==> src/rtl/fpga_slave_spi_config_sequencer_core_assert.svh <==
// ----------------------------------------------------------------------------
// fpga slave-spi configuration sequencer - assertion macros
// shared property shorthands for the sequencer rtl
// ----------------------------------------------------------------------------
`ifndef FPGA_SLAVE_SPI_CONFIG_SEQUENCER_CORE_ASSERT_SVH
`define FPGA_SLAVE_SPI_CONFIG_SEQUENCER_CORE_ASSERT_SVH

// same-cycle implication, disabled while in reset
`define FSSC_ASSERT_IMPL(label, clk, rst_n, ante, cons, msg) \
  label: assert property (@(posedge clk) disable iff (!rst_n) (ante) |-> (cons)) \
    else $error(msg);

// next-cycle implication, disabled while in reset
`define FSSC_ASSERT_NEXT(label, clk, rst_n, ante, cons, msg) \
  label: assert property (@(posedge clk) disable iff (!rst_n) (ante) |=> (cons)) \
    else $error(msg);

`endif

==> src/rtl/fssc_pkg.sv <==
// ----------------------------------------------------------------------------
// fssc_pkg
// types, codes and constants of the slave-spi configuration sequencer
// ----------------------------------------------------------------------------
package fssc_pkg;

  localparam int unsigned QueueDepthDefault = 4;

  // configuration port
  localparam int unsigned CfgIdxW  = 3;
  localparam int unsigned CfgDataW = 16;

  typedef enum logic [CfgIdxW-1:0] {
    REG_INITN_TIMEOUT = 3'd0,
    REG_DONE_TIMEOUT  = 3'd1,
    REG_BUSY_TIMEOUT  = 3'd2,
    REG_BUSY_GAP      = 3'd3,
    REG_PROG_PULSE    = 3'd4
  } cfg_reg_e;

  localparam logic [15:0] InitnTimeoutRst = 16'd200;
  localparam logic [15:0] DoneTimeoutRst  = 16'd500;
  localparam logic [15:0] BusyTimeoutRst  = 16'd1000;
  localparam logic [15:0] BusyGapRst      = 16'd30;
  localparam logic [15:0] ProgPulseRst    = 16'd1000;

  typedef enum logic [2:0] {
    ACT_START      = 3'd0,
    ACT_TICK       = 3'd1,
    ACT_RX_BYTE    = 3'd2,
    ACT_IMAGE_BYTE = 3'd3,
    ACT_SPI_FAULT  = 3'd4
  } action_e;

  typedef enum logic [2:0] {
    CMD_PIN   = 3'd0,
    CMD_CS    = 3'd1,
    CMD_TX    = 3'd2,
    CMD_RX    = 3'd3,
    CMD_DELAY = 3'd4,
    CMD_FIN   = 3'd5
  } cmd_kind_e;

  typedef enum logic [1:0] {
    FIN_OK         = 2'd0,
    FIN_SPI_ERR    = 2'd1,
    FIN_TIMEOUT    = 2'd2,
    FIN_STATUS_ERR = 2'd3
  } fin_status_e;

  // command opcodes
  localparam logic [7:0] OpEnable   = 8'hC6;
  localparam logic [7:0] OpDisable  = 8'h26;
  localparam logic [7:0] OpErase    = 8'h0E;
  localparam logic [7:0] OpReadStat = 8'h3C;
  localparam logic [7:0] OpBusy     = 8'hF0;
  localparam logic [7:0] OpInitAddr = 8'h46;
  localparam logic [7:0] OpBurst    = 8'h7A;
  localparam logic [7:0] EraseArg   = 8'h01;

  localparam logic [31:0] StatFail = 32'h0000_2000;
  localparam logic [31:0] StatErr  = 32'h0380_0000;

  // a run is up to three segments; a segment is one command or a command word
  typedef enum logic [1:0] {
    SEG_NONE = 2'd0,
    SEG_ONE  = 2'd1,
    SEG_WORD = 2'd2
  } seg_type_e;

  // what follows the four bytes of a command word
  typedef enum logic [1:0] {
    TAIL_OPEN = 2'd0,
    TAIL_CS   = 2'd1,
    TAIL_RX   = 2'd2
  } word_tail_e;

  typedef struct packed {
    seg_type_e   typ;
    cmd_kind_e   kind;
    logic [15:0] value;  // command value, or {opcode, second byte} for a word
    word_tail_e  tail;
  } seg_t;

  localparam int unsigned SegsPerRun = 3;
  localparam int unsigned SegIdxW    = 2;

  typedef struct packed {
    seg_t [SegsPerRun-1:0] seg;
  } run_t;

  localparam int unsigned WordStepW = 3;
  localparam logic [WordStepW-1:0] WordStepOpenLast = 3'd4;
  localparam logic [WordStepW-1:0] WordStepLast     = 3'd5;

  localparam seg_t SegNone = '{typ: SEG_NONE, kind: CMD_PIN, value: 16'h0000, tail: TAIL_OPEN};

  function automatic seg_t seg_one(cmd_kind_e kind, logic [15:0] value);
    seg_t s;
    s.typ   = SEG_ONE;
    s.kind  = kind;
    s.value = value;
    s.tail  = TAIL_OPEN;
    return s;
  endfunction

  function automatic seg_t seg_fin(fin_status_e st);
    return seg_one(CMD_FIN, {14'd0, st});
  endfunction

  function automatic seg_t seg_word(logic [7:0] op, logic [7:0] second, word_tail_e tail);
    seg_t s;
    s.typ   = SEG_WORD;
    s.kind  = CMD_TX;
    s.value = {op, second};
    s.tail  = tail;
    return s;
  endfunction

endpackage

==> src/rtl/fssc_front.sv <==
// ----------------------------------------------------------------------------
// fssc_front
// accepts input items, tracks the configuration phase and builds command runs
// ----------------------------------------------------------------------------
module fssc_front import fssc_pkg::*; (
  input  logic                clk_i,
  input  logic                rst_ni,
  input  logic                cfg_we_i,
  input  logic [CfgIdxW-1:0]  cfg_idx_i,
  input  logic [CfgDataW-1:0] cfg_data_i,
  input  logic                in_valid_i,
  output logic                in_ready_o,
  input  logic [2:0]          in_action_i,
  input  logic                in_image_present_i,
  input  logic                in_pin_initn_i,
  input  logic                in_pin_done_i,
  input  logic [7:0]          in_byte_i,
  input  logic                in_last_i,
  input  logic                q_full_i,
  output logic                q_push_o,
  output run_t                q_run_o
);

  typedef enum logic [2:0] {
    PH_IDLE        = 3'd0,
    PH_WAIT_INITN  = 3'd1,
    PH_BUSY_ENABLE = 3'd2,
    PH_BUSY_ERASE  = 3'd3,
    PH_IMAGE       = 3'd4,
    PH_BUSY_FINAL  = 3'd5,
    PH_STATUS      = 3'd6,
    PH_WAIT_DONE   = 3'd7
  } phase_e;

  localparam logic [2:0] StatusBytes = 3'd4;

  logic [15:0] initn_to_q, done_to_q, busy_to_q, busy_gap_q, prog_pulse_q;

  phase_e      phase_q, phase_d;
  logic [15:0] elapsed_q, elapsed_d;
  logic [31:0] status_q, status_d;
  logic [2:0]  stat_cnt_q, stat_cnt_d;

  logic        accept;
  logic        busy_phase;
  logic [15:0] elapsed_inc;
  logic [31:0] status_shift;
  logic [2:0]  stat_cnt_inc;
  logic        status_bad;
  run_t        run;

  assign in_ready_o   = !q_full_i;
  assign accept       = in_valid_i && in_ready_o;
  assign busy_phase   = (phase_q == PH_BUSY_ENABLE) || (phase_q == PH_BUSY_ERASE) ||
                        (phase_q == PH_BUSY_FINAL);
  // millisecond count saturates
  assign elapsed_inc  = (elapsed_q == 16'hFFFF) ? elapsed_q : elapsed_q + 16'd1;
  assign status_shift = {status_q[23:0], in_byte_i};
  assign stat_cnt_inc = stat_cnt_q + 3'd1;
  assign status_bad   = ((status_shift & StatFail) != 32'd0) ||
                        ((status_shift & StatErr) != 32'd0);

  always_comb begin
    phase_d    = phase_q;
    elapsed_d  = elapsed_q;
    status_d   = status_q;
    stat_cnt_d = stat_cnt_q;
    run.seg[0] = SegNone;
    run.seg[1] = SegNone;
    run.seg[2] = SegNone;

    case (action_e'(in_action_i))
      ACT_START: begin
        if (phase_q == PH_IDLE) begin
          if (!in_image_present_i) begin
            run.seg[0] = seg_fin(FIN_STATUS_ERR);
          end else begin
            run.seg[0] = seg_one(CMD_PIN, 16'd0);
            run.seg[1] = seg_one(CMD_DELAY, prog_pulse_q);
            run.seg[2] = seg_one(CMD_PIN, 16'd1);
            phase_d    = PH_WAIT_INITN;
            elapsed_d  = 16'd0;
          end
        end
      end
      ACT_TICK: begin
        if (phase_q == PH_WAIT_INITN) begin
          if (in_pin_initn_i) begin
            run.seg[0] = seg_word(OpEnable, 8'h00, TAIL_CS);
            run.seg[1] = seg_word(OpBusy, 8'h00, TAIL_RX);
            phase_d    = PH_BUSY_ENABLE;
            elapsed_d  = 16'd0;
          end else begin
            elapsed_d = elapsed_inc;
            if (elapsed_inc >= initn_to_q) begin
              run.seg[0] = seg_fin(FIN_TIMEOUT);
              phase_d    = PH_IDLE;
            end
          end
        end else if (phase_q == PH_WAIT_DONE) begin
          if (in_pin_done_i) begin
            run.seg[0] = seg_fin(FIN_OK);
            phase_d    = PH_IDLE;
          end else begin
            elapsed_d = elapsed_inc;
            if (elapsed_inc >= done_to_q) begin
              run.seg[0] = seg_fin(FIN_TIMEOUT);
              phase_d    = PH_IDLE;
            end
          end
        end else if (busy_phase) begin
          elapsed_d = elapsed_inc;
        end
      end
      ACT_RX_BYTE: begin
        if (busy_phase) begin
          run.seg[0] = seg_one(CMD_CS, 16'd1);
          if (in_byte_i == 8'h00) begin
            case (phase_q)
              PH_BUSY_ENABLE: begin
                run.seg[1] = seg_word(OpErase, EraseArg, TAIL_CS);
                run.seg[2] = seg_word(OpBusy, 8'h00, TAIL_RX);
                phase_d    = PH_BUSY_ERASE;
                elapsed_d  = 16'd0;
              end
              PH_BUSY_ERASE: begin
                run.seg[1] = seg_word(OpInitAddr, 8'h00, TAIL_CS);
                run.seg[2] = seg_word(OpBurst, 8'h00, TAIL_OPEN);
                phase_d    = PH_IMAGE;
              end
              default: begin
                run.seg[1] = seg_word(OpReadStat, 8'h00, TAIL_RX);
                status_d   = 32'd0;
                stat_cnt_d = 3'd0;
                phase_d    = PH_STATUS;
              end
            endcase
          end else begin
            run.seg[1] = seg_one(CMD_DELAY, busy_gap_q);
            if (elapsed_q >= busy_to_q) begin
              run.seg[2] = seg_fin(FIN_TIMEOUT);
              phase_d    = PH_IDLE;
            end else begin
              run.seg[2] = seg_word(OpBusy, 8'h00, TAIL_RX);
            end
          end
        end else if (phase_q == PH_STATUS) begin
          status_d   = status_shift;
          stat_cnt_d = stat_cnt_inc;
          if (stat_cnt_inc < StatusBytes) begin
            run.seg[0] = seg_one(CMD_RX, 16'd0);
          end else begin
            run.seg[0] = seg_one(CMD_CS, 16'd1);
            if (status_bad) begin
              run.seg[1] = seg_fin(FIN_STATUS_ERR);
              phase_d    = PH_IDLE;
            end else begin
              run.seg[1] = seg_word(OpDisable, 8'h00, TAIL_CS);
              phase_d    = PH_WAIT_DONE;
              elapsed_d  = 16'd0;
            end
          end
        end
      end
      ACT_IMAGE_BYTE: begin
        if (phase_q == PH_IMAGE) begin
          run.seg[0] = seg_one(CMD_TX, {8'h00, in_byte_i});
          if (in_last_i) begin
            run.seg[1] = seg_one(CMD_CS, 16'd1);
            run.seg[2] = seg_word(OpBusy, 8'h00, TAIL_RX);
            phase_d    = PH_BUSY_FINAL;
            elapsed_d  = 16'd0;
          end
        end
      end
      ACT_SPI_FAULT: begin
        if (busy_phase) begin
          run.seg[0] = seg_one(CMD_CS, 16'd1);
          run.seg[1] = seg_fin(FIN_TIMEOUT);
          phase_d    = PH_IDLE;
        end else if ((phase_q == PH_IMAGE) || (phase_q == PH_STATUS)) begin
          run.seg[0] = seg_one(CMD_CS, 16'd1);
          run.seg[1] = seg_fin(FIN_SPI_ERR);
          phase_d    = PH_IDLE;
        end else if (phase_q == PH_WAIT_DONE) begin
          run.seg[0] = seg_fin(FIN_SPI_ERR);
          phase_d    = PH_IDLE;
        end
      end
      default: begin
        // unused action codes are dropped
      end
    endcase
  end

  assign q_push_o = accept && (run.seg[0].typ != SEG_NONE);
  assign q_run_o  = run;

  always_ff @(posedge clk_i or negedge rst_ni) begin
    if (!rst_ni) begin
      phase_q    <= PH_IDLE;
      elapsed_q  <= 16'd0;
      status_q   <= 32'd0;
      stat_cnt_q <= 3'd0;
    end else if (accept) begin
      phase_q    <= phase_d;
      elapsed_q  <= elapsed_d;
      status_q   <= status_d;
      stat_cnt_q <= stat_cnt_d;
    end
  end

  always_ff @(posedge clk_i or negedge rst_ni) begin
    if (!rst_ni) begin
      initn_to_q   <= InitnTimeoutRst;
      done_to_q    <= DoneTimeoutRst;
      busy_to_q    <= BusyTimeoutRst;
      busy_gap_q   <= BusyGapRst;
      prog_pulse_q <= ProgPulseRst;
    end else if (cfg_we_i) begin
      case (cfg_reg_e'(cfg_idx_i))
        REG_INITN_TIMEOUT: initn_to_q   <= cfg_data_i;
        REG_DONE_TIMEOUT:  done_to_q    <= cfg_data_i;
        REG_BUSY_TIMEOUT:  busy_to_q    <= cfg_data_i;
        REG_BUSY_GAP:      busy_gap_q   <= cfg_data_i;
        REG_PROG_PULSE:    prog_pulse_q <= cfg_data_i;
        default: begin
        end
      endcase
    end
  end

endmodule

==> src/rtl/fssc_queue.sv <==
// ----------------------------------------------------------------------------
// fssc_queue
// small first-in first-out queue of command runs between front and back
// ----------------------------------------------------------------------------
module fssc_queue import fssc_pkg::*; #(
  parameter int unsigned Depth = QueueDepthDefault
) (
  input  logic clk_i,
  input  logic rst_ni,
  input  logic push_i,
  input  run_t push_run_i,
  output logic full_o,
  input  logic pop_i,
  output logic valid_o,
  output run_t pop_run_o
);

  localparam int unsigned PtrW = (Depth > 1) ? $clog2(Depth) : 1;
  localparam int unsigned CntW = $clog2(Depth + 1);

  run_t            mem_q [Depth];
  logic [PtrW-1:0] wr_ptr_q, rd_ptr_q;
  logic [CntW-1:0] cnt_q;
  logic            do_push, do_pop;

  assign full_o    = (cnt_q == CntW'(Depth));
  assign valid_o   = (cnt_q != '0);
  assign do_push   = push_i && !full_o;
  assign do_pop    = pop_i && valid_o;
  assign pop_run_o = mem_q[rd_ptr_q];

  always_ff @(posedge clk_i or negedge rst_ni) begin
    if (!rst_ni) begin
      wr_ptr_q <= '0;
      rd_ptr_q <= '0;
      cnt_q    <= '0;
    end else begin
      if (do_push) begin
        wr_ptr_q <= (wr_ptr_q == PtrW'(Depth - 1)) ? '0 : wr_ptr_q + PtrW'(1);
      end
      if (do_pop) begin
        rd_ptr_q <= (rd_ptr_q == PtrW'(Depth - 1)) ? '0 : rd_ptr_q + PtrW'(1);
      end
      if (do_push && !do_pop) begin
        cnt_q <= cnt_q + CntW'(1);
      end else if (do_pop && !do_push) begin
        cnt_q <= cnt_q - CntW'(1);
      end
    end
  end

  always_ff @(posedge clk_i) begin
    if (do_push) begin
      mem_q[wr_ptr_q] <= push_run_i;
    end
  end

endmodule

==> src/rtl/fssc_back.sv <==
// ----------------------------------------------------------------------------
// fssc_back
// expands queued runs into single commands, one per cycle while not stalled
// ----------------------------------------------------------------------------
`include "fpga_slave_spi_config_sequencer_core_assert.svh"

module fssc_back import fssc_pkg::*; (
  input  logic        clk_i,
  input  logic        rst_ni,
  input  logic        q_valid_i,
  input  run_t        q_run_i,
  output logic        q_pop_o,
  output logic        out_valid_o,
  input  logic        out_ready_i,
  output cmd_kind_e   out_kind_o,
  output logic [15:0] out_value_o,
  output fin_status_e out_fin_o,
  output logic        out_last_o
);

  run_t                 cur_q;
  logic                 cur_valid_q;
  logic [SegIdxW-1:0]   seg_q;
  logic [WordStepW-1:0] step_q;

  logic        out_valid_q;
  cmd_kind_e   out_kind_q;
  logic [15:0] out_value_q;
  fin_status_e out_fin_q;
  logic        out_last_q;

  seg_t        seg;
  cmd_kind_e   res_kind;
  logic [15:0] res_value;
  fin_status_e res_status;
  logic        seg_end;
  logic        run_end;
  logic        adv;

  assign seg = cur_q.seg[seg_q];

  always_comb begin
    res_kind  = seg.kind;
    res_value = seg.value;
    seg_end   = 1'b1;
    case (seg.typ)
      SEG_ONE: begin
        res_kind  = seg.kind;
        res_value = seg.value;
      end
      SEG_WORD: begin
        // chip select low, opcode, second byte, two zero bytes, then the tail unless it is open
        seg_end = (step_q == ((seg.tail == TAIL_OPEN) ? WordStepOpenLast : WordStepLast));
        case (step_q)
          3'd0: begin
            res_kind  = CMD_CS;
            res_value = 16'd0;
          end
          3'd1: begin
            res_kind  = CMD_TX;
            res_value = {8'h00, seg.value[15:8]};
          end
          3'd2: begin
            res_kind  = CMD_TX;
            res_value = {8'h00, seg.value[7:0]};
          end
          3'd3, 3'd4: begin
            res_kind  = CMD_TX;
            res_value = 16'd0;
          end
          default: begin
            if (seg.tail == TAIL_RX) begin
              res_kind  = CMD_RX;
              res_value = 16'd0;
            end else begin
              res_kind  = CMD_CS;
              res_value = 16'd1;
            end
          end
        endcase
      end
      default: begin
        res_kind  = CMD_FIN;
        res_value = 16'd0;
      end
    endcase
  end

  always_comb begin
    if (seg_q == SegIdxW'(SegsPerRun - 1)) begin
      run_end = seg_end;
    end else begin
      run_end = seg_end && (cur_q.seg[seg_q + SegIdxW'(1)].typ == SEG_NONE);
    end
  end

  assign res_status = (res_kind == CMD_FIN) ? fin_status_e'(res_value[1:0]) : FIN_OK;
  assign adv        = cur_valid_q && (!out_valid_q || out_ready_i);
  assign q_pop_o    = q_valid_i && (!cur_valid_q || (adv && run_end));

  always_ff @(posedge clk_i or negedge rst_ni) begin
    if (!rst_ni) begin
      cur_valid_q <= 1'b0;
      seg_q       <= '0;
      step_q      <= '0;
      out_valid_q <= 1'b0;
    end else begin
      if (q_pop_o) begin
        cur_valid_q <= 1'b1;
        seg_q       <= '0;
        step_q      <= '0;
      end else if (adv) begin
        if (run_end) begin
          cur_valid_q <= 1'b0;
        end else if (seg_end) begin
          seg_q  <= seg_q + SegIdxW'(1);
          step_q <= '0;
        end else begin
          step_q <= step_q + WordStepW'(1);
        end
      end
      if (adv) begin
        out_valid_q <= 1'b1;
      end else if (out_ready_i) begin
        out_valid_q <= 1'b0;
      end
    end
  end

  always_ff @(posedge clk_i) begin
    if (q_pop_o) begin
      cur_q <= q_run_i;
    end
    if (adv) begin
      out_kind_q  <= res_kind;
      out_value_q <= res_value;
      out_fin_q   <= res_status;
      out_last_q  <= run_end;
    end
  end

  assign out_valid_o = out_valid_q;
  assign out_kind_o  = out_kind_q;
  assign out_value_o = out_value_q;
  assign out_fin_o   = out_fin_q;
  assign out_last_o  = out_last_q;

  `FSSC_ASSERT_IMPL(a_step_range, clk_i, rst_ni, cur_valid_q, step_q <= WordStepLast, "bad step")
  `FSSC_ASSERT_IMPL(a_seg_range, clk_i, rst_ni, cur_valid_q, seg_q != SegIdxW'(SegsPerRun), "bad seg")
  `FSSC_ASSERT_IMPL(a_fin_last, clk_i, rst_ni, out_valid_q && (out_kind_q == CMD_FIN), out_last_q, "fin not last")
  `FSSC_ASSERT_IMPL(a_status_fin, clk_i, rst_ni, out_valid_q && (out_kind_q != CMD_FIN), out_fin_q == FIN_OK, "bad status")
  `FSSC_ASSERT_NEXT(a_run_holds, clk_i, rst_ni, adv && !run_end, cur_valid_q, "run dropped")

endmodule

==> src/rtl/fpga_slave_spi_config_sequencer_core.sv <==
// ----------------------------------------------------------------------------
// fpga_slave_spi_config_sequencer_core
// slave-spi configuration sequencer: events in, pin and spi commands out
// ----------------------------------------------------------------------------
// input stream: one event per transaction (start, millisecond tick, received
// byte, image byte, spi fault) with pin levels and the byte in tdata, the
// action code in tuser and the last-image-byte flag in tlast.
// output stream: one command per transaction (program pin, chip select,
// transmit, receive, delay, finished); tlast marks the last command caused by
// an event. an event gives from zero up to thirteen commands.
// the front decodes each event against the sequencing phase combinationally
// and writes the command run into a queue of QueueDepth runs; the back expands
// one run at a time at one command per cycle while the output is not stalled.
// an event's run is registered in the queue, then in the back's current run,
// and its first command is registered at the output. events are taken every
// cycle while the queue has room. configuration registers must be written
// through the cfg port while idle; the sequencer has no check for this.
// reset puts the sequencer idle, clears the queue and restores the register
// defaults. a stalled output holds its command; the back then stops, the queue
// fills and s_axis_tready falls once QueueDepth runs are waiting.
// ----------------------------------------------------------------------------
module fpga_slave_spi_config_sequencer_core import fssc_pkg::*; #(
  parameter int unsigned QueueDepth = QueueDepthDefault
) (
  input  logic                clk_i,
  input  logic                rst_ni,
  input  logic                cfg_we_i,
  input  logic [CfgIdxW-1:0]  cfg_idx_i,
  input  logic [CfgDataW-1:0] cfg_data_i,
  input  logic                s_axis_tvalid,
  output logic                s_axis_tready,
  input  logic [15:0]         s_axis_tdata,   // image_present, pin_initn, pin_done, byte_value
  input  logic [2:0]          s_axis_tuser,   // action
  input  logic                s_axis_tlast,
  output logic                m_axis_tvalid,
  input  logic                m_axis_tready,
  output logic [23:0]         m_axis_tdata,   // command_value, final_status
  output logic [2:0]          m_axis_tuser,   // command_kind
  output logic                m_axis_tlast
);

  logic        q_full, q_push, q_pop, q_valid;
  run_t        push_run, pop_run;
  cmd_kind_e   out_kind;
  logic [15:0] out_value;
  fin_status_e out_fin;

  fssc_front u_front (
    .clk_i              (clk_i),
    .rst_ni             (rst_ni),
    .cfg_we_i           (cfg_we_i),
    .cfg_idx_i          (cfg_idx_i),
    .cfg_data_i         (cfg_data_i),
    .in_valid_i         (s_axis_tvalid),
    .in_ready_o         (s_axis_tready),
    .in_action_i        (s_axis_tuser),
    .in_image_present_i (s_axis_tdata[0]),
    .in_pin_initn_i     (s_axis_tdata[1]),
    .in_pin_done_i      (s_axis_tdata[2]),
    .in_byte_i          (s_axis_tdata[10:3]),
    .in_last_i          (s_axis_tlast),
    .q_full_i           (q_full),
    .q_push_o           (q_push),
    .q_run_o            (push_run)
  );

  fssc_queue #(
    .Depth (QueueDepth)
  ) u_queue (
    .clk_i      (clk_i),
    .rst_ni     (rst_ni),
    .push_i     (q_push),
    .push_run_i (push_run),
    .full_o     (q_full),
    .pop_i      (q_pop),
    .valid_o    (q_valid),
    .pop_run_o  (pop_run)
  );

  fssc_back u_back (
    .clk_i       (clk_i),
    .rst_ni      (rst_ni),
    .q_valid_i   (q_valid),
    .q_run_i     (pop_run),
    .q_pop_o     (q_pop),
    .out_valid_o (m_axis_tvalid),
    .out_ready_i (m_axis_tready),
    .out_kind_o  (out_kind),
    .out_value_o (out_value),
    .out_fin_o   (out_fin),
    .out_last_o  (m_axis_tlast)
  );

  assign m_axis_tuser = out_kind;
  assign m_axis_tdata = {6'd0, out_fin, out_value};

endmodule

==> config.mk <==
export PLATFORM = sky130hd
export DESIGN_NAME = fpga_slave_spi_config_sequencer_core
export DESIGN_NICKNAME = d
export VERILOG_FILES = /design/src/rtl/fssc_pkg.sv /design/src/rtl/fssc_front.sv /design/src/rtl/fssc_queue.sv /design/src/rtl/fssc_back.sv /design/src/rtl/fpga_slave_spi_config_sequencer_core.sv
export VERILOG_INCLUDE_DIRS = /design/src /design/src/rtl
export SDC_FILE = /design/constraint.sdc
export NUM_CORES = 1
export LEC_CHECK = 0
export BUFFER_PORTS_ARGS = -buffer_cell sky130_fd_sc_hd__buf_2
export CAP_MARGIN = 20
export CORE_UTILIZATION = 66
export CTS_CLUSTER_DIAMETER = 60
export CTS_CLUSTER_SIZE = 28
export DETAILED_ROUTE_END_ITERATION = 16
export HOLD_SLACK_MARGIN = 0.03
export PLACE_DENSITY_LB_ADDON = 0.2
export REMOVE_ABC_BUFFERS = 1
export SYNTH_ARGS = -nofsm -noshare
export SYNTH_HDL_FRONTEND = slang
export SYNTH_SLANG_ARGS = --single-unit
==> constraint.sdc <==
create_clock -name clk_i -period 8 [get_ports clk_i]
set_input_delay 1.6 -clock clk_i [delete_from_list [all_inputs] [get_ports clk_i]]
set_output_delay 1.6 -clock clk_i [all_outputs]
set_load 0.01 [all_outputs]
; ---- Yosys cells after proc, flatten, opt, wreduce, memory -nomap -nowiden
; Memories as Yosys holds them, arrays and structs flattened. A register that Yosys moved wholly into a read port is not among the register bits.
; Cells that the tools add are included.
[totals]
reg_bits = 156
ramBits = 276
in_bits = 44
output_inout_bits = 30
elab_cells = 243
mem_count = 1
[mem_list]
columns = name, words, word_bits, read_ports, rd_ports_with_merged_regs, wr, line
row1 = u_queue.mem_q, 4, 69, 1, 1, 1, fssc_queue.sv:21  ; run_t mem_q [Depth];
[op_classes]
n_addsub = 8
order_cmp = 6
eq_ne = 48
n_mux = 107
n_reduce_logical = 53
[ops]
columns = op, count
row1 = 23-bit two-way mux, 13
row2 = 16-bit two-way mux, 16
row3 = 46-bit two-way mux, 5
row4 = 46-bit case mux with 5 select lines, 1
row5 = 69-bit two-way mux, 2
row6 = 23-bit binary-select mux with 2-bit select, 2
row7 = 22-bit two-way mux, 4
row8 = 3-bit two-way mux, 29
row9 = 18-bit two-way mux, 4
row10 = 23-bit case mux with 3 select lines, 1
row11 = 16-bit case mux with 4 select lines, 1
row12 = 16-bit greater-or-equal comparator, 3
row13 = 16-bit case mux with 3 select lines, 1
row14 = 23-bit case mux with 2 select lines, 1
row15 = 45-bit two-way mux, 1
row16 = 17-bit case mux with 2 select lines, 1
row17 = 16-bit case mux with 2 select lines, 1
row18 = 32-bit nonzero test, 1
row19 = 3-bit equality test (second input constant), 9
row20 = 13-bit AND reduction, 2
row21 = 3-bit by 2-bit equality test with 1-bit output (second input constant), 8
row22 = 21-bit two-way mux, 1
row23 = 20-bit two-way mux, 1
row24 = 3-bit case mux with 2 select lines, 3
row25 = 39 further kinds, 111

; ---- Logic depth before layout (Yosys ltp)
; Gate-level depths: netlist of the first run.
[depth]
ltp_word = 15
mapped_depth = 19
ltp_nobuf = 19

; ---- By module
; Synthesis of the first run repeated with hierarchy kept, for this count alone.
[hier_totals]
hier_cells = 1432
area_unflattened_um2 = 21607.0
[modules_own_cells]
columns = module, instances, cells_per_inst, area_each_um2, seq_area_each_um2
row1 = fssc_queue, 1, 398, 10487.6, 8463.1
row2 = fssc_front, 1, 751, 6915.4, 2808.9
row3 = fssc_back, 1, 276, 4155.2, 2907.8
row4 = fpga_slave_spi_config_sequencer_core, 1, 7, 48.8, 0.0

; ---- Least setup slack after synthesis of the first run
; No wires, ideal clock.
[synth_path]
path_type = register to register
from = reg u_front.elapsed_q[0]
to = mem u_queue.mem_q[3][18] (netlist name), enable pin
setup_time_ps = 402
arrival_time_ps = 4320
t_required_ps = 7598
slack_ps = 3278
path_stages_with_launch = 15
n_path_buf = 0
period_less_slack_ps = 4722
path_cell_list = dfrtp_1 ha_1 nand3_1 or3_1 nor3_1 mux2i_1 inv_1 ha_1 nand4_2 a211o_1 a311o_1 a32oi_4 nand3_4 a31oi_4 and2_1
[synth_between]
elab_chain_cells = 13
elab_cells_between_ends = 17
cone_classes = add/sub (1) / order compare (2) / eq/ne (1) / mux (10) / reduce/logical (3)
[synth_lines]
columns = element, line
row1 = from (decl), fssc_front.sv:40  ; logic [15:0] elapsed_q, elapsed_d;
row2 = from (signal assigned), fssc_front.sv:207  ; elapsed_q <= elapsed_d;
row3 = 16-bit by 1-bit adder with 16-bit output or 16-bit equality test (tied branches), fssc_front.sv:57  ; assign elapsed_inc = (elapsed_q == 16'hFFFF) ? elapsed_q : elapsed_q + 16'd1;
row4 = 16-bit two-way mux (*), fssc_front.sv:57
row5 = 16-bit greater-or-equal comparator, fssc_front.sv:106  ; if (elapsed_inc >= done_to_q) begin
row6 = 22-bit two-way mux, fssc_front.sv:106
row7 = 23-bit two-way mux, fssc_front.sv:101  ; if (in_pin_done_i) begin
row8 = 23-bit two-way mux, fssc_front.sv:100  ; end else if (phase_q == PH_WAIT_DONE) begin
row9 = 23-bit two-way mux (*), fssc_front.sv:87  ; if (phase_q == PH_WAIT_INITN) begin
row10 = 46-bit case mux with 5 select lines (*), fssc_front.sv:72  ; case (action_e'(in_action_i))
row11 = 2-bit nonzero test (*), fssc_front.sv:196  ; assign q_push_o = accept && (run.seg[0].typ != SEG_NONE);
row12 = 1-bit logical AND (*), fssc_front.sv:196
row13 = 1-bit logical AND (*), fssc_queue.sv:28  ; assign do_push = push_i && !full_o;
row14 = named net u_queue.do_push, fssc_queue.sv:24  ; logic do_push, do_pop;
row15 = 1-bit two-way mux (*), fssc_queue.sv:53  ; if (do_push) begin
row16 = 1-bit two-way mux (implied by the code) (*), fssc_queue.sv:54  ; mem_q[wr_ptr_q] <= push_run_i;
row17 = to (decl), fssc_queue.sv:21
; The timed path passes the listed nets; every way through them passes the cells marked *.

; ---- Worst setup path after layout of the first run
[layout_path]
from = reg u_front.elapsed_q[0]
to = mem u_queue.mem_q[3][32] (netlist name), enable pin
; The elaborated chain is that of the path after synthesis.

==> results.sh, run 1 <==
export IMPL_drc=0
export IMPL_num_vias=10100
export IMPL_syn_cell_area_um2=16200
export IMPL_synthFlopType="edfxtp_1"
export IMPL_status="finished, final reports clean"
export IMPL_cts_root_buf="clkbuf_16"
export IMPL_fp_coreArea_um2=24200
export IMPL_initial_core_util_pct=67.0
export IMPL_clockBufferDepth=3
export IMPL_p_leak_nw=6.79
export IMPL_grt_overflow=0
export IMPL_power_share_combinational_pct=27.9
export IMPL_clkTransAtPathRegs_ns=0.09
export IMPL_cts_sinks=352
export IMPL_postSynthCellCount=1246
export IMPL_final_layout_size_suffix_gt1_share_pct=19.6
export IMPL_cts_tree="yes"
export IMPL_pin_count=74
export IMPL_period_needed_ns=5.42
export IMPL_rsz0062_at_grt="no"
export IMPL_final_common_cell="edfxtp_1"
export IMPL_crit_required_ns=8.17
export IMPL_finalCritPeriodShare_pct=67.7
export IMPL_setup_viol=0
export IMPL_grt_pass1_wl_um=53300
export IMPL_clk_latency_ns=0.56
export IMPL_via_per_inst=6.18
export IMPL_synth_seq_cells=352
export IMPL_p_sw_mw=1.87
export IMPL_synth_edf_count=227
export IMPL_syn2layout_area_growth_pct=9.11
export IMPL_numPortBuffers=62
export IMPL_die_w_um=159
export IMPL_cts_buffers=24
export IMPL_diodes=0
export IMPL_grt_pass1_vias=9853
export IMPL_gp_congestion=0.903
export IMPL_place_inst=1589
export IMPL_post_route_util_pct=73.1
export IMPL_fmax_mhz=185
export IMPL_cap_violations=0
export IMPL_final_nets=1399
export IMPL_drtAntennaViolNets=0
export IMPL_grt_max_degree=77
export IMPL_rows=57
export IMPL_p_total_mw=5.53
export IMPL_yosysSeqAreaShare_pct=61.4
export IMPL_slew_violations=0
export IMPL_p_per_area_nw_per_um2=312
export IMPL_power_share_switching_pct=33.8
export IMPL_dp_hpwl_um=22600
export IMPL_layout_common_cells="edfxtp_1, nand2_1, o21ai_0, dfrtp_1, inv_1"
export IMPL_start_kind="flip-flop"
export IMPL_hold_violations=0
export IMPL_cts_resized=0
export IMPL_dieArea_um2=25300
export IMPL_hold_buffers=0
export IMPL_die_y_um=159
export IMPL_async_reset_ff_share_pct=35.5
export IMPL_cp_max_fo=41
export IMPL_internal_power_mw=3.66
export IMPL_stdcell_count=1633
export IMPL_arrival_ns=5.58
export IMPL_slew_headroom_pct=24.7
export IMPL_antenna_found_initial=0
export IMPL_p_clk_share_pct=24.4
export IMPL_cts_htree_levels=1
export IMPL_critPathKind="reg -> reg"
export IMPL_grt_usage_pct=26.9
export IMPL_synth_distinct_cells=82
export IMPL_drt_iter0_markers=769
export IMPL_tightestPinTransition_ns=1.13
export IMPL_routedWlPerCell_um=20.4
export IMPL_endpoint_kind="flip-flop"
export IMPL_finalSetupTns_ns=0
export IMPL_clock_skew_ns=0.0239
export IMPL_drtPass1Iterations=5
export IMPL_ys_warn_count=0
export IMPL_rrSetupSlack_ns=2.58
export IMPL_hold_path_class="reg -> reg"
export IMPL_p_seq_share_pct=47.6
export IMPL_wirelength_um=33300
export IMPL_post_cts_buffers=0
export IMPL_avgSynthCellArea_um2=13.0
export IMPL_max_vdd_ir_drop_uv=251
## cells in the mapped netlist, types with 12 or more instances
cell type	number	share of area [%]
mux2i_1	14	0.86
mux4_2	41	5.7
ha_1	63	4.9
o21ai_0	100	3.1
a21oi_1	47	1.4
mux2_2	38	2.6
dfrtp_1	100	15
inv_1	65	1.5
nand3_1	22	0.68
o21ai_1	14	0.43
edfxtp_1	227	42
nand2_1	135	3.1
nor3_1	18	0.55
clkbuf_1	35	0.81
nand2b_1	12	0.46
dfstp_2	25	4.0
nor2_1	63	1.5
and2_1	18	0.69
## power by group through the flow
stage	clock network, mW	registers (mW)	logic [mW]
finish	1.35	2.64	1.54
global placement	0	2.65	1.48
floorplan	0	2.70	1.03
global route	1.43	2.67	1.70
detailed placement	0	2.67	1.53
CTS	1.37	2.63	1.55
## metrics by stage
| step | area, µm² | hold WS (ns) | setup WS, ns |
|---|---|---|---|
| after floorplan | 16000 | 0.450 | 3.26 |
| after global placement | 16800 | 0.464 | 2.75 |
| after detailed placement | 16800 | 0.471 | 2.67 |
| after CTS | 17700 | 0.490 | 2.58 |
| after global routing | 17700 | 0.531 | 2.32 |
| final | 17700 | 0.485 | 2.58 |
## path summary, 6_finish.rpt
check | startpoint | cells after the start | endpoint
worst min register to register | u_front.status_q[9] | 2 | u_front.status_q[9]
max in group asynchronous | rst_ni | 2 | u_front.busy_to_q[4]
worst min-delay path | u_front.status_q[9] | 2 | u_front.status_q[9]
worst max-delay path | u_front.elapsed_q[0] | 14 | u_queue.mem_q[3][32]
min in group asynchronous | rst_ni | 1 | u_queue.rd_ptr_q[1]
worst max register to register | u_front.elapsed_q[0] | 14 | u_queue.mem_q[3][32]
## critical path: stages (launching register included)
cell      delay, ns
dfrtp_1        0.47
ha_1           0.23
nand3_1        0.22
or3_1          0.49
nor3_1         0.20
mux2i_1        0.26
inv_1          0.10
ha_1           0.34
nand4_2        0.16
a211oi_1       0.59
nor4_2         0.14
a32oi_4        0.32
nand3_4        0.12
a31oi_4        0.39
and2_2         0.95
## state kept, by name (all words and copies together), names as in the netlist
register	count
u_front.stat_cnt_q	3
u_queue.mem_q	164
u_back.out_last_o	1
u_queue.wr_ptr_q	2
u_front.prog_pulse_q	16
u_back.cur_valid_q	1
u_back.step_q	3
u_back.seg_q	2
u_front.initn_to_q	16
u_back.cur_q	41
u_back.out_value_o	16
u_back.out_valid_o	1
u_front.elapsed_q	16
u_back.out_fin_o	2
u_front.busy_gap_q	16
u_front.phase_q	3
u_front.done_to_q	16
u_queue.rd_ptr_q	2
u_front.status_q	9
u_queue.cnt_q	3
u_front.busy_to_q	16
u_back.out_kind_o	3
## cell type report
cell class | count | area [µm²]
clock buffer | 24 | 601
clock inverter | 20 | 282
fill | 1595 | 6520
inverter | 69 | 259
multi-input combinational | 773 | 5830
sequential | 352 | 9980
tap | 324 | 405
timing repair buffer | 71 | 380
## per-layer routing
| layer | share of wire (%) | track usage (%) | vias up |
|---|---|---|---|
| met4 | 3.2 | 9.31 | 0 |
| met5 | 0 | 0 | - |
| li1 | - | - | 4694 |
| met2 | 50 | 45.7 | 331 |
| met3 | 5.1 | 3.34 | 77 |
| met1 | 42 | 36.2 | 4998 |
## logic make-up (layout without fill, tap and decap cells)
family | after synthesis | after routing | share of synthesized area [%]
adders and majority gates | 64 | 64 | 4.97
and+or+nand+nor | 334 | 334 | 10.2
other | 1 | 6 | 0.0231
DFF | 352 | 352 | 61.4
xor gates and xnor gates | 15 | 15 | 0.808
AOI/OAI and AO/OA | 257 | 257 | 9.93
buffers and inverters | 126 | 184 | 3.16
muxes | 97 | 97 | 9.50
(Power assumes the default switching activity.)
==> run 2: changes to the inputs <==
- CORE_UTILIZATION: 66 -> 62
- clock period: 8 -> 5.49 ns (I/O delays scaled with it)
==> run 2 against run 1 <==
Clock power up 49%. Worst hold slack got worse by 0.0032 ns. Global-route usage down 0.85 points. Critical path depth up 5. Setup slack worse by 2.1 ns. Design area increased by 0.76%. Sequential share of layout area fell by 0.43 points. Clock skew grew 0.013 ns. Highest routed layer unchanged.
==> results.sh, run 2 (same netlist as run 1, synthesis figures left out) <==
export IMPL_largest_register="u_queue.mem_q"
export IMPL_routedWlPerCell_um=20.3
export IMPL_num_vias=10175
export IMPL_crit_required_ns=5.98
export IMPL_power_share_combinational_pct=27.9
export IMPL_stdcell_count=1648
export IMPL_p_leak_nw=6.85
export IMPL_clkTransAtPathRegs_ns=0.09
export IMPL_diodes=0
export IMPL_largest_reg_flops=164
export IMPL_dpl_instance_area_um2=17000
export IMPL_clk_latency_ns=0.57
export IMPL_period_needed_ns=5.05
export IMPL_clockBufferDepth=3
export IMPL_finalCritPeriodShare_pct=91.9
export IMPL_internal_power_mw=5.38
export IMPL_p_per_area_nw_per_um2=453
export IMPL_cts_sinks=352
export IMPL_power_share_switching_pct=33.6
export IMPL_grt_pass1_vias=9933
export IMPL_endpoint_kind="flip-flop"
export IMPL_largestRegisters="u_queue.mem_q x164, u_back.cur_q x41"
export IMPL_initial_core_util_pct=63.8
export IMPL_hold_violations=0
export IMPL_rsz0062_at_grt="no"
export IMPL_fmax_mhz=198
export IMPL_die_y_um=164
export IMPL_p_sw_mw=2.72
export IMPL_fp_coreArea_um2=25500
export IMPL_start_kind="flip-flop"
export IMPL_critPathKind="reg -> reg"
export IMPL_cts_htree_levels=1
export IMPL_cap_violations=0
export IMPL_grt_max_degree=56
export IMPL_setup_viol=0
export IMPL_cts_buffers=25
export IMPL_cp_max_fo=7
export IMPL_numPortBuffers=62
export IMPL_hold_buffers=0
export IMPL_rows=58
export IMPL_dp_hpwl_um=23000
export IMPL_die_w_um=164
export IMPL_fin_hold_ws_ns=0.482
export IMPL_hold_path_class="reg -> reg"
export IMPL_drc=0
export IMPL_wirelength_um=33500
export IMPL_top_layer_used="met4"
export IMPL_p_clk_share_pct=24.8
export IMPL_final_common_cell="edfxtp_1"
export IMPL_grt_pass1_wl_um=53200
export IMPL_finalSetupTns_ns=0
export IMPL_drtPass1Iterations=5
export IMPL_grt_overflow=0
export IMPL_tightestPinTransition_ns=1.01
export IMPL_crit_chain="ha_1, nand3_1, or3_1, nor3_1, mux2i_1, inv_1, ha_1, nand4_2, a211oi_1, nor4_2, a32oi_4, nand3_4, a31oi_4, ha_1, inv_1, fa_1, xor2_1, nor2_1, xor2_1"
export IMPL_cts_root_buf="clkbuf_16"
export IMPL_grt_usage_pct=26.0
export IMPL_p_total_mw=8.10
export IMPL_r2r_cells=19
export IMPL_clock_skew_ns=0.0367
export IMPL_drtAntennaViolNets=0
export IMPL_wl_met1_um=14100
export IMPL_post_cts_buffers=0
export IMPL_layout_common_cells="edfxtp_1, nand2_1, o21ai_0, dfrtp_1, inv_1"
export IMPL_drt_iter0_markers=889
export IMPL_gp_congestion=0.878
export IMPL_crit_path_max_incr_delay_ns=0.61
export IMPL_cpMaxStageDelayCell="a211oi_1"
export IMPL_arrival_ns=5.54
export IMPL_final_nets=1407
export IMPL_slew_violations=0
export IMPL_p_seq_share_pct=47.3
export IMPL_hold_depth=2
export IMPL_final_layout_size_suffix_gt1_share_pct=20.2
export IMPL_wl_met3_um=1440
export IMPL_place_inst=1602
export IMPL_design_area_um2=17900
export IMPL_via_per_inst=6.17
export IMPL_dieArea_um2=26900
export IMPL_max_vdd_ir_drop_uv=400
export IMPL_slew_headroom_pct=32.2
export IMPL_cts_tree="yes"
export IMPL_syn2layout_area_growth_pct=9.94
export IMPL_cts_resized=0
export IMPL_status="finished, final reports clean"
export IMPL_wl_met2_um=16600
export IMPL_worst_path_most_repeated_cell="ha_1"
export IMPL_antenna_found_initial=0
export IMPL_nFillCells=1740
export IMPL_pin_count=74
-- run 2: power by group through the flow --
stage / registers (mW) / logic, mW / clock network [mW]
finish: 3.83 / 2.26 / 2.01
global route: 3.90 / 2.49 / 2.13
CTS: 3.83 / 2.27 / 2.04
detailed placement: 3.88 / 2.25 / 0
global placement: 3.86 / 2.18 / 0
floorplan: 3.94 / 1.50 / 0
-- run 2: worst paths after layout --
kind	to	slack, ns	start
max reg2reg	u_queue.cnt_q[2]	0.44	u_front.elapsed_q[0]
max in group asynchronous	u_front.initn_to_q[6]	3.85	rst_ni
max	u_queue.cnt_q[2]	0.44	u_front.elapsed_q[0]
min in group asynchronous	u_queue.cnt_q[2]	0.59	rst_ni
min	u_front.status_q[1]	0.48	u_front.status_q[1]
min reg2reg	u_front.status_q[1]	0.48	u_front.status_q[1]
-- run 2: per-stage QoR --
step / setup slack, ns / util, %
3_3_place_gp: 0.593 / 66.6
5_1_grt: 0.193 / 70.1
6_report: 0.444 / 70.1
2_1_floorplan: 0.750 / -
4_1_cts: 0.474 / 70.1
3_5_place_dp: 0.498 / 66.6
-- run 2: final cells by class --
| cell class | instances | area (µm²) | area share (%) |
|---|---|---|---|
| clock buffers | 25 | 626 | 3.50 |
| well taps | 330 | 413 | 2.31 |
| multi-input cells | 773 | 5830 | 32.6 |
| repair buffers | 78 | 483 | 2.70 |
| clock inverters | 21 | 282 | 1.58 |
| flip-flops and latches | 352 | 9980 | 55.8 |
| inverters | 69 | 259 | 1.45 |
-- run 2: worst max-delay path, delay by kind of cell (launching register included) --
kind | cells | cell delay, ns
mux | 1 | 0.26
flops | 1 | 0.46
compound gates | 3 | 1.32
simple gates | 7 | 1.29
fa+ha+maj | 4 | 1.19
xor+xnor | 2 | 0.32
buf+inv | 2 | 0.16
-- run 2: per-layer routing --
metal	vias to the layer above	GRT usage [%]
li1	4728	-
met4	0	10.5
met1	5067	34.4
met3	74	3.01
met5	-	0
met2	306	44.1
